<file path="src/design/bcgd_pkg.sv">
// Shared constants, types and helpers for the button gesture detector.
package bcgd_pkg;

	localparam int TIME_WIDTH       = 32;
	localparam int HOLD_COUNT_WIDTH = 16;
	localparam int WIN_W            = 15;
	localparam int LPT_W            = 16;
	localparam int CFG_DATA_W       = (WIN_W > LPT_W) ? WIN_W : LPT_W;
	localparam int CFG_IDX_W        = 1;
	localparam int HOLD_CMP_W       = ((HOLD_COUNT_WIDTH > LPT_W) ? HOLD_COUNT_WIDTH : LPT_W) + 1;

	localparam logic [WIN_W-1:0] WIN_RESET = WIN_W'(400);
	localparam logic [LPT_W-1:0] LPT_RESET = LPT_W'(50);

	typedef enum logic [CFG_IDX_W-1:0] {
		REG_DBLCLICK_WINDOW  = 1'b0,
		REG_LONG_PRESS_TICKS = 1'b1
	} cfg_reg_t;

	typedef struct packed {
		logic rising;
		logic falling;
		logic click;
		logic double_click;
		logic long_press;
		logic pressed;
	} gesture_t;

	// Saturating increment of the held-tick counter
	function automatic logic [HOLD_COUNT_WIDTH-1:0] held_inc(
		input logic [HOLD_COUNT_WIDTH-1:0] h
	);
		logic [HOLD_COUNT_WIDTH-1:0] r;
		r = (&h) ? h : h + HOLD_COUNT_WIDTH'(1);
		return r;
	endfunction

endpackage

</file>
<file path="src/design/bcgd_tracker.sv">
// Gesture state and per-tick event decode: one scan tick per enabled cycle.
module bcgd_tracker (
	input  logic                                clk,
	input  logic                                arst_n,
	input  logic                                step,
	input  logic                                pin_level,
	input  logic [bcgd_pkg::TIME_WIDTH-1:0]     now_ms,
	input  logic [bcgd_pkg::WIN_W-1:0]          dblclick_window_ms,
	input  logic [bcgd_pkg::LPT_W-1:0]          long_press_ticks,
	output bcgd_pkg::gesture_t                  ev
);

	logic                                  prev_q, cur_q, rel_q;
	logic [bcgd_pkg::HOLD_COUNT_WIDTH-1:0] held_q;
	logic [bcgd_pkg::TIME_WIDTH-1:0]       fpt_q;

	logic                                  rel_d, new_pressed;
	logic [bcgd_pkg::HOLD_COUNT_WIDTH-1:0] held_mid, held_lp, held_d;
	logic [bcgd_pkg::TIME_WIDTH-1:0]       fpt_d, elapsed, win_ext;
	logic [bcgd_pkg::HOLD_CMP_W-1:0]       held_mid_x, held_x, lpt_x;
	logic                                  lp_hit;

	assign elapsed     = now_ms - fpt_q;
	assign win_ext     = bcgd_pkg::TIME_WIDTH'(dblclick_window_ms);
	assign held_x      = bcgd_pkg::HOLD_CMP_W'(held_q);
	assign held_mid_x  = bcgd_pkg::HOLD_CMP_W'(held_mid);
	assign lpt_x       = bcgd_pkg::HOLD_CMP_W'(long_press_ticks);
	assign new_pressed = ~pin_level;

	always_comb begin
		ev          = '0;
		rel_d       = rel_q;
		fpt_d       = fpt_q;
		held_mid    = held_q;
		ev.pressed  = new_pressed;
		if (!prev_q && cur_q) begin
			ev.rising = 1'b1;
			if (!rel_q) begin
				fpt_d = now_ms;
			end
		end else if (prev_q && !cur_q) begin
			// a release that ends a long press is not a click
			if (held_x <= lpt_x) begin
				ev.falling = 1'b1;
				if (rel_q) begin
					ev.double_click = (elapsed < win_ext);
					rel_d           = 1'b0;
				end else begin
					rel_d = 1'b1;
				end
			end
			held_mid = '0;
		end else if (rel_q && (elapsed > win_ext)) begin
			ev.click = 1'b1;
			rel_d    = 1'b0;
		end

		lp_hit        = (held_mid_x == lpt_x);
		ev.long_press = lp_hit;
		held_lp       = lp_hit ? bcgd_pkg::held_inc(held_mid) : held_mid;
		held_d        = new_pressed ? bcgd_pkg::held_inc(held_lp) : held_lp;
	end

	always_ff @(posedge clk or negedge arst_n) begin
		if (!arst_n) begin
			prev_q <= 1'b0;
			cur_q  <= 1'b0;
			rel_q  <= 1'b0;
			held_q <= '0;
			fpt_q  <= '0;
		end else if (step) begin
			prev_q <= cur_q;
			cur_q  <= new_pressed;
			rel_q  <= rel_d;
			held_q <= held_d;
			fpt_q  <= fpt_d;
		end
	end

endmodule

</file>
<file path="src/design/button_click_gesture_detector_unit.sv">
// Button gesture detector: one scan tick in, one event set out. Ticks are taken one per clock
// cycle with no gaps while the result register is free or drained; a result passes the input
// register, then the gesture decode and state update into the result register. The rate is set
// by the update of the gesture state, which each tick needs before the next. Configuration
// writes take effect at once and must be made only while no tick is in flight.
module button_click_gesture_detector_unit (
	input  logic                                clk,
	input  logic                                arst_n,
	input  logic                                cfg_we,
	input  logic [bcgd_pkg::CFG_IDX_W-1:0]      cfg_index,
	input  logic [bcgd_pkg::CFG_DATA_W-1:0]     cfg_data,
	input  logic                                in_valid,
	output logic                                in_ready,
	input  logic                                pin_level,
	input  logic [bcgd_pkg::TIME_WIDTH-1:0]     now_ms,
	output logic                                out_valid,
	input  logic                                out_ready,
	output logic                                rising,
	output logic                                falling,
	output logic                                click,
	output logic                                double_click,
	output logic                                long_press,
	output logic                                pressed
);

	logic [bcgd_pkg::WIN_W-1:0]      win_q;
	logic [bcgd_pkg::LPT_W-1:0]      lpt_q;
	logic                            s1_valid_q, out_valid_q, adv, step;
	logic                            pin_s1;
	logic [bcgd_pkg::TIME_WIDTH-1:0] now_s1;
	bcgd_pkg::gesture_t              ev, res_q;

	always_ff @(posedge clk or negedge arst_n) begin
		if (!arst_n) begin
			win_q <= bcgd_pkg::WIN_RESET;
			lpt_q <= bcgd_pkg::LPT_RESET;
		end else if (cfg_we) begin
			unique case (cfg_index)
				bcgd_pkg::REG_DBLCLICK_WINDOW:  win_q <= cfg_data[bcgd_pkg::WIN_W-1:0];
				bcgd_pkg::REG_LONG_PRESS_TICKS: lpt_q <= cfg_data[bcgd_pkg::LPT_W-1:0];
				default: ;
			endcase
		end
	end

	// whole pipe advances when the result register is free or being drained
	assign adv      = !out_valid_q || out_ready;
	assign in_ready = !s1_valid_q || adv;
	assign step     = s1_valid_q && adv;

	always_ff @(posedge clk or negedge arst_n) begin
		if (!arst_n) begin
			s1_valid_q  <= 1'b0;
			out_valid_q <= 1'b0;
		end else begin
			if (in_ready) begin
				s1_valid_q <= in_valid;
			end
			if (adv) begin
				out_valid_q <= s1_valid_q;
			end
		end
	end

	always_ff @(posedge clk) begin
		if (in_valid && in_ready) begin
			pin_s1 <= pin_level;
			now_s1 <= now_ms;
		end
		if (step) begin
			res_q <= ev;
		end
	end

	bcgd_tracker u_tracker (
		.clk                (clk),
		.arst_n             (arst_n),
		.step               (step),
		.pin_level          (pin_s1),
		.now_ms             (now_s1),
		.dblclick_window_ms (win_q),
		.long_press_ticks   (lpt_q),
		.ev                 (ev)
	);

	assign out_valid    = out_valid_q;
	assign rising       = res_q.rising;
	assign falling      = res_q.falling;
	assign click        = res_q.click;
	assign double_click = res_q.double_click;
	assign long_press   = res_q.long_press;
	assign pressed      = res_q.pressed;

endmodule

</file>
<file path="config.mk">
export PLATFORM = sky130hd
export DESIGN_NAME = button_click_gesture_detector_unit
export DESIGN_NICKNAME = d
export VERILOG_FILES = /design/src/design/bcgd_pkg.sv /design/src/design/bcgd_tracker.sv /design/src/design/button_click_gesture_detector_unit.sv
export SDC_FILE = /design/constraint.sdc
export NUM_CORES = 1
export LEC_CHECK = 0
export BUFFER_PORTS_ARGS = -buffer_cell sky130_fd_sc_hd__buf_2
export CAP_MARGIN = 20
export CORE_MARGIN = 1.5
export CORE_UTILIZATION = 30
export DETAILED_ROUTE_END_ITERATION = 7
export PLACE_DENSITY = 0.42
export SLEW_MARGIN = 40
export SYNTH_ARGS = -nofsm -noshare
export SYNTH_HDL_FRONTEND = slang
export SYNTH_SLANG_ARGS = --single-unit
</file>
<file path="constraint.sdc">
create_clock -name clk -period 10.3 [get_ports clk]
set_input_delay 1.03 -clock clk [delete_from_list [all_inputs] [get_ports clk]]
set_output_delay 1.03 -clock clk [all_outputs]
set_load 0.01 [all_outputs]
</file>
### Word level (Yosys, flattened, before mapping)

Cells that the tools add are included.

| storage, ports and cells | value |
|---|---|
| flip-flop bits (word level) | 123 |
| logic and storage cells | 65 |

| operators by class | value |
|---|---|
| add/sub/neg operators | 3 |
| order comparisons | 3 |
| eq/ne operators | 2 |
| muxes and demuxes | 13 |
| bitwise operators | 6 |
| reductions and logical operators | 21 |

Operator list:

| operator | number |
|---|---|
| 2-to-1 mux 16 bit | 6 |
| adder 16 x 1 -> 16 bit (second input constant) | 2 |
| greater-than comparator 32 x 15 -> 1 bit | 1 |
| less-than comparator 32 x 15 -> 1 bit | 1 |
| AND reduction 16 bit | 2 |
| subtractor 32 bit | 1 |
| == test 16 bit | 1 |
| less-or-equal comparator 16 bit | 1 |
| 2-to-1 mux 1 bit | 7 |
| inverter 1 bit | 6 |
| logical AND 1 bit | 5 |
| logical NOT 1 bit | 4 |
| AND reduction 2 bit | 2 |
| AND reduction 4 bit | 1 |
| OR reduction 2 bit | 2 |
| OR reduction 4 bit | 1 |
| AND reduction 3 bit | 1 |
| logical OR 1 bit | 2 |
| inequality test 2 bit (second input constant) | 1 |
| nonzero test 2 bit | 1 |

### Logic depth before layout (Yosys ltp)

| depth | value |
|---|---|
| depth in word-level cells | 10 |
| depth in mapped cells | 22 |
| depth with buffers taken out | 22 |

### Cells and area by module

A second synthesis with hierarchy kept.

| second synthesis, totals | value |
|---|---|
| cell total of the unflattened synthesis | 909 |
| area, all modules | 8,600.7 µm² |

By module, submodules not included:

| module | instances | cells an instance | area an instance (µm²) | seq. area each (µm²) |
|---|---|---|---|---|
| bcgd_tracker | 1 | 795 | 6,122.1 | 1,276.2 |
| button_click_gesture_detector_unit | 1 | 114 | 2,478.6 | 2,004.4 |

### Least setup slack after synthesis

OpenSTA, ideal clock, no wires.

| timing path | value |
|---|---|
| path kind | flip-flop to flip-flop |
| start point | register u_tracker.prev_q |
| end point | register u_tracker.held_q[8] (netlist name) |
| library setup time | 0.132 ns |
| arrival | 4.158 ns |
| data required time | 10.168 ns |
| path slack | 6.010 ns |
| stages on the path, launching flop included | 22 |
| period minus slack after synthesis | 4.290 ns |
| path through | dfrtp_1 inv_1 ha_1 nand2b_1 clkbuf_1 clkbuf_1 nand2_1 inv_1 ha_1 nand2_1 or3_1 nand4bb_1 clkbuf_1 nand2_1 xnor2_1 ha_1 nand2_1 or3_1 a311o_1 o22ai_1 a21o_1 a21oi_1 |

| between the ends | value |
|---|---|
| cells in the longest elaborated chain, start to end | 9 |
| elaborated cells between the ends (all ways) | 14 |
| classes of those cells | add/sub: 2; eq/ne: 1; mux: 6; reduce/logical: 5 |

Ends and longest elaborated chain:

| element | line | text |
|---|---|---|
| start, declared | bcgd_tracker.sv:13 | `logic prev_q, cur_q, rel_q;` |
| start signal, assigned | bcgd_tracker.sv:72 | `prev_q <= cur_q;` |
| logical AND 1 bit or logical NOT 1 bit (tied branches) | bcgd_tracker.sv:41, bcgd_tracker.sv:36 |  |
| 2-to-1 mux 16 bit or logical AND 1 bit (tied branches) | bcgd_tracker.sv:41, bcgd_tracker.sv:36 |  |
| 2-to-1 mux 16 bit (*) | bcgd_tracker.sv:36 | `if (!prev_q && cur_q) begin` |
| adder 16 x 1 -> 16 bit or AND reduction 16 bit (tied branches) | bcgd_pkg.sv:34 | `r = (&h) ? h : h + HOLD_COUNT_WIDTH'(1);` |
| 2-to-1 mux 16 bit | bcgd_pkg.sv:34 |  |
| 2-to-1 mux 16 bit (*) | bcgd_tracker.sv:60 | `held_lp = lp_hit ? bcgd_pkg::held_inc(held_mid) : held_mid;` |
| adder 16 x 1 -> 16 bit or AND reduction 16 bit (tied branches) | bcgd_pkg.sv:34 |  |
| 2-to-1 mux 16 bit | bcgd_pkg.sv:34 |  |
| 2-to-1 mux 16 bit (*) | bcgd_tracker.sv:61 | `held_d = new_pressed ? bcgd_pkg::held_inc(held_lp) : held_lp;` |
| end signal, assigned | bcgd_tracker.sv:75 | `held_q <= held_d;` |
| end, declared | bcgd_tracker.sv:14 | `logic [bcgd_pkg::HOLD_COUNT_WIDTH-1:0] held_q;` |

Mark *: on every way between the ends. The rest lies on a longest branch, timed or not.
A chain may end at the register's enable or synchronous reset.

### Worst setup path after layout

| timing path | value |
|---|---|
| start point | register u_tracker.prev_q |
| end point | register u_tracker.held_q[15] (netlist name) |

The elaborated chain is that of the path after synthesis.

==> flow_summary_export.csv <==
group,metric,value,unit
drt,drtAntennaViolNets,0,
drt,first_pass_iters,4,
grt,first_global_vias,6299,
pwr,internal_power,1.47,mW
pwr,p_comb_share,45.7,%
worst_setup_path,arrival,5.18,ns
placed_design,place_congestion,0.829,
drt,drc_errors,0,
synthesis,async_flop_share,68.3,%
clock_tree,cts-root-buf,"clkbuf_16",
timing,hold_viol,0,
finish,diodes,0,
clock_tree,cts_hold_buf,0,
worst_setup_path,crit_type,"reg -> reg",
finish,syn_to_final_growth,15.1,%
floorplanning,fp.dieH,168,um
worst_setup_path,cp_data_required_time,10.59,ns
floorplanning,fp-row-count,60,
pwr,seqPwrFrac,29.0,%
timing,finalCritPeriodShare,47.5,%
finish,stdcell_area,9430,um2
worst_setup_path,startpoint,"u_tracker.prev_q$_DFFE_PN0P_",
grt,globalRouteTotalUtil,15.1,%
clock_tree,clock_path_buffers,2,
clock_tree,cts_htree_levels,4,
worst_setup_path,r2r_cells,18,
outcome,outcome,"completed",
timing,slew-limit-headroom,47.5,%
drt,vias,6170,
clock_tree,clk_pin_slew_worst_paths,0.06,ns
synthesis,syn-instance-count,854,
synthesis,syn_nets,977,
synthesis,mappedNetlistArea,8200,um2
finish,multi_input_area,4500,um2
synthesis,synth_edf_count,39,
finish,drive_gt1_share,17.8,%
timing,rsz0062_at_grt,"no",
timing,drv_slew,0,
synthesis,ys.flop_type,"dfrtp_1",
worst_setup_path,endpoint,"u_tracker.held_q[15]$_DFFE_PN0P_",
placed_design,dp.final_hpwl,15200,um
worst_setup_path,cp-start-kind,"flip-flop",
worst_setup_path,critical-path-max-stage-delay,0.58,ns
timing,fin_skew,0.00969,ns
pwr,power_density,254,nW/um2
finish,seqCellArea,3280,um2
floorplanning,ios,63,
timing,timing.fmax,204,MHz
synthesis,synth-seq-cells,123,
synthesis,yosysWarnings,0,
timing,setup_tns,0,ns
finish,n_fill_cell,2758,
synthesis,avgSynthCellArea,9.60,um2
floorplanning,core,26900,um2
drt,wl_per_cell,16.0,um
worst_setup_path,regToRegStartpoint,"u_tracker.prev_q$_DFFE_PN0P_",
worst_setup_path,crit_chain,"inv_1 -> ha_1 -> nand2b_1 -> nand2_1 -> inv_1 -> ha_1 -> nand2_1 -> or3_1 -> nand4bb_1 -> nand4_1 -> nor3_1 -> xnor2_1 -> nand4_1 -> nor2_1 -> nand3_1 -> nor4_1 -> mux2i_1 -> o21ai_1",
pwr,p_sw,929,uW
floorplanning,initial_core_util,30.5,%
pwr,clkPwrFrac,25.3,%
floorplanning,dieArea,28300,um2
placed_design,dpl-instance-area,8850,um2
pwr,ir_worst_vdd,0.107,mV
worst_setup_path,cp_slowest_cell,"nand2b_1",
pwr,switching_share,38.8,%
worst_setup_path,r2r_end,"u_tracker.held_q[15]$_DFFE_PN0P_",
job,drv_cap,0,
min_path,hold_path.class,"in -> async",
placed_design,pre_cts_ws,5.44,ns
synthesis,yosysSeqAreaShare,40.0,%
pwr,p_leak,4.14,nW
clock_tree,cts_tree,"yes",
worst_setup_path,rrSetupSlack,5.41,ns
clock_tree,cts_setup_buffers,0,
synthesis,synth.distinct_cells,65,
drt,drtIter0Drc,307,
timing,worst_pin_slew,0.785,ns
clock_tree,cts.sinks,123,
worst_setup_path,cp_top_family,"simple AND/OR/NAND/NOR gates",
worst_setup_path,worst-path-stages,18,
drt,via_per_inst,4.88,
clock_tree,cts_buffers,17,
grt,antenna_found_initial,0,
clock_tree,worstSkewPairLatency,0.42,ns
timing,period_needed,4.89,ns
grt,grt_max_degree,66,
worst_setup_path,crit_fanout,18,
floorplanning,die_w,168,um
drt,wl,20200,um
clock_tree,cts_resized,0,
worst_setup_path,crit_path_end_kind,"flip-flop",
worst_setup_path,crit_buf_inv,2,
timing,layout_setup_ws,5.41,ns
finish,nets,1033,
grt,grt_pass1_wl,33500,um
timing,setup_violations,0,
placed_design,port_buffers,62,
grt,grt_overflow,0,
cell usage after synthesis (all sizes together) (9+ instances only):
| library cell | number | share of area [%] |
|---|---|---|
| a31oi | 15 | 1.1 |
| nand4 | 21 | 1.8 |
| nand2 | 85 | 3.9 |
| xnor2 | 38 | 4.1 |
| a21o | 27 | 2.5 |
| nand2b | 13 | 0.99 |
| o21ai | 54 | 3.3 |
| edfxtp | 39 | 14 |
| and3 | 9 | 0.69 |
| a21oi | 44 | 2.7 |
| nor2b | 12 | 1.0 |
| nor3 | 12 | 0.73 |
| clkbuf | 24 | 1.1 |
| mux2 | 50 | 6.9 |
| xor2 | 22 | 2.4 |
| ha | 67 | 10 |
| inv | 77 | 3.5 |
| nor2 | 51 | 2.3 |
| dfrtp | 78 | 24 |
| nand3 | 19 | 1.2 |
cell type report:
class	instances	area share, %
Inverter	78	3.10
Timing Repair Buffer	66	3.67
Tap cell	341	4.52
Clock buffer	19	4.69
Clock inverter	13	1.51
Multi-Input combinational cell	624	47.7
Sequential cell	123	34.8
cells by family after synthesis:
kind of cell / Yosys count / share of synthesized area [%]
muxes: 52 / 7.11
DFF: 123 / 40.0
AOI/OAI and AO/OA: 188 / 14.8
buffers and inverters: 107 / 5.11
adders and majority gates: 68 / 10.5
and+or+nand+nor: 256 / 16.0
xor gates and xnor gates: 60 / 6.50
layout by cell type, fill, tap and decap left out, drive strengths merged, types with 8 or more instances in the layout:
cell type | netlist | layout
a21o | 27 | 27
a21oi | 44 | 44
a31oi | 15 | 15
and3 | 9 | 9
buf | 5 | 66
clkbuf | 24 | 19
clkinv | 1 | 8
dfrtp | 78 | 78
edfxtp | 39 | 39
ha | 67 | 67
inv | 77 | 80
mux2 | 50 | 50
nand2 | 85 | 85
nand2b | 13 | 13
nand3 | 19 | 19
nand4 | 21 | 21
nor2 | 51 | 51
nor2b | 12 | 12
nor3 | 12 | 12
nor4bb | 8 | 8
o21ai | 54 | 54
o32ai | 8 | 8
xnor2 | 38 | 38
xor2 | 22 | 22
worst reg2reg max path, cell delays in order, from the launching register on:
cell and delay, ns:
dfrtp_1 0.39, inv_1 0.08, ha_1 0.29, nand2b_1 0.58, nand2_1 0.19, inv_1 0.14
ha_1 0.22, nand2_1 0.10, or3_1 0.34, nand4bb_1 0.40, nand4_1 0.22, nor3_1 0.07
xnor2_1 0.28, nand4_1 0.18, nor2_1 0.36, nand3_1 0.22, nor4_1 0.40, mux2i_1 0.24
o21ai_1 0.07
power by group through the flow:
stage	logic (mW)	registers (mW)	clock network, mW
after floorplan	0.866	0.675	0
after global placement	1.10	0.705	0
after detailed placement	1.11	0.706	0
after CTS	1.11	0.697	0.628
after global routing	1.26	0.711	0.648
final	1.10	0.695	0.605
flip-flops by register name (all words and copies together), names as in the netlist, 15 cells and up:
signal            flops
lpt_q                16
u_tracker.held_q     16
u_tracker.fpt_q      32
win_q                15
now_s1               32
through the flow:
stage / hold WS, ns / power, mW / std cells / utilization [%]
detailed placement: 0.493 / 1.81 / 1232 / 32.9
floorplan: 0.454 / 1.54 / 854 / -
finish: 0.497 / 2.39 / 1264 / 35.1
global placement: 0.473 / 1.81 / 1232 / 32.9
global route: 0.505 / 2.62 / 1264 / 35.1
CTS: 0.494 / 2.44 / 1264 / 35.1
worst min path at each step:
stage | from | endpoint | slack [ns] | cells after the start
final | arst_n | lpt_q[10]$_DFFE_PN0P_ | 0.50 | 1
after global routing | arst_n | lpt_q[7]$_DFFE_PN0P_ | 0.51 | 1
after global placement | s1_valid_q$_DFFE_PN0N_ | out_valid$_DFFE_PN0P_ | 0.47 | 1
after floorplan | u_tracker.fpt_q[0]$_DFFE_PN0P_ | u_tracker.fpt_q[0]$_DFFE_PN0P_ | 0.45 | 2
after CTS | arst_n | u_tracker.held_q[8]$_DFFE_PN0P_ | 0.49 | 1
after detailed placement | u_tracker.fpt_q[15]$_DFFE_PN0P_ | u_tracker.fpt_q[15]$_DFFE_PN0P_ | 0.49 | 1
metal layers:
layer | share of wire, % | GRT usage [%] | vias to the layer above
li1 | - | - | 3162
met1 | 50 | 20.0 | 2884
met2 | 46 | 24.9 | 100
met3 | 2.9 | 2.59 | 24
met4 | 1.7 | 4.66 | 0
met5 | 0 | 0 | -
Note: power is estimated with default switching activity, not from simulation.
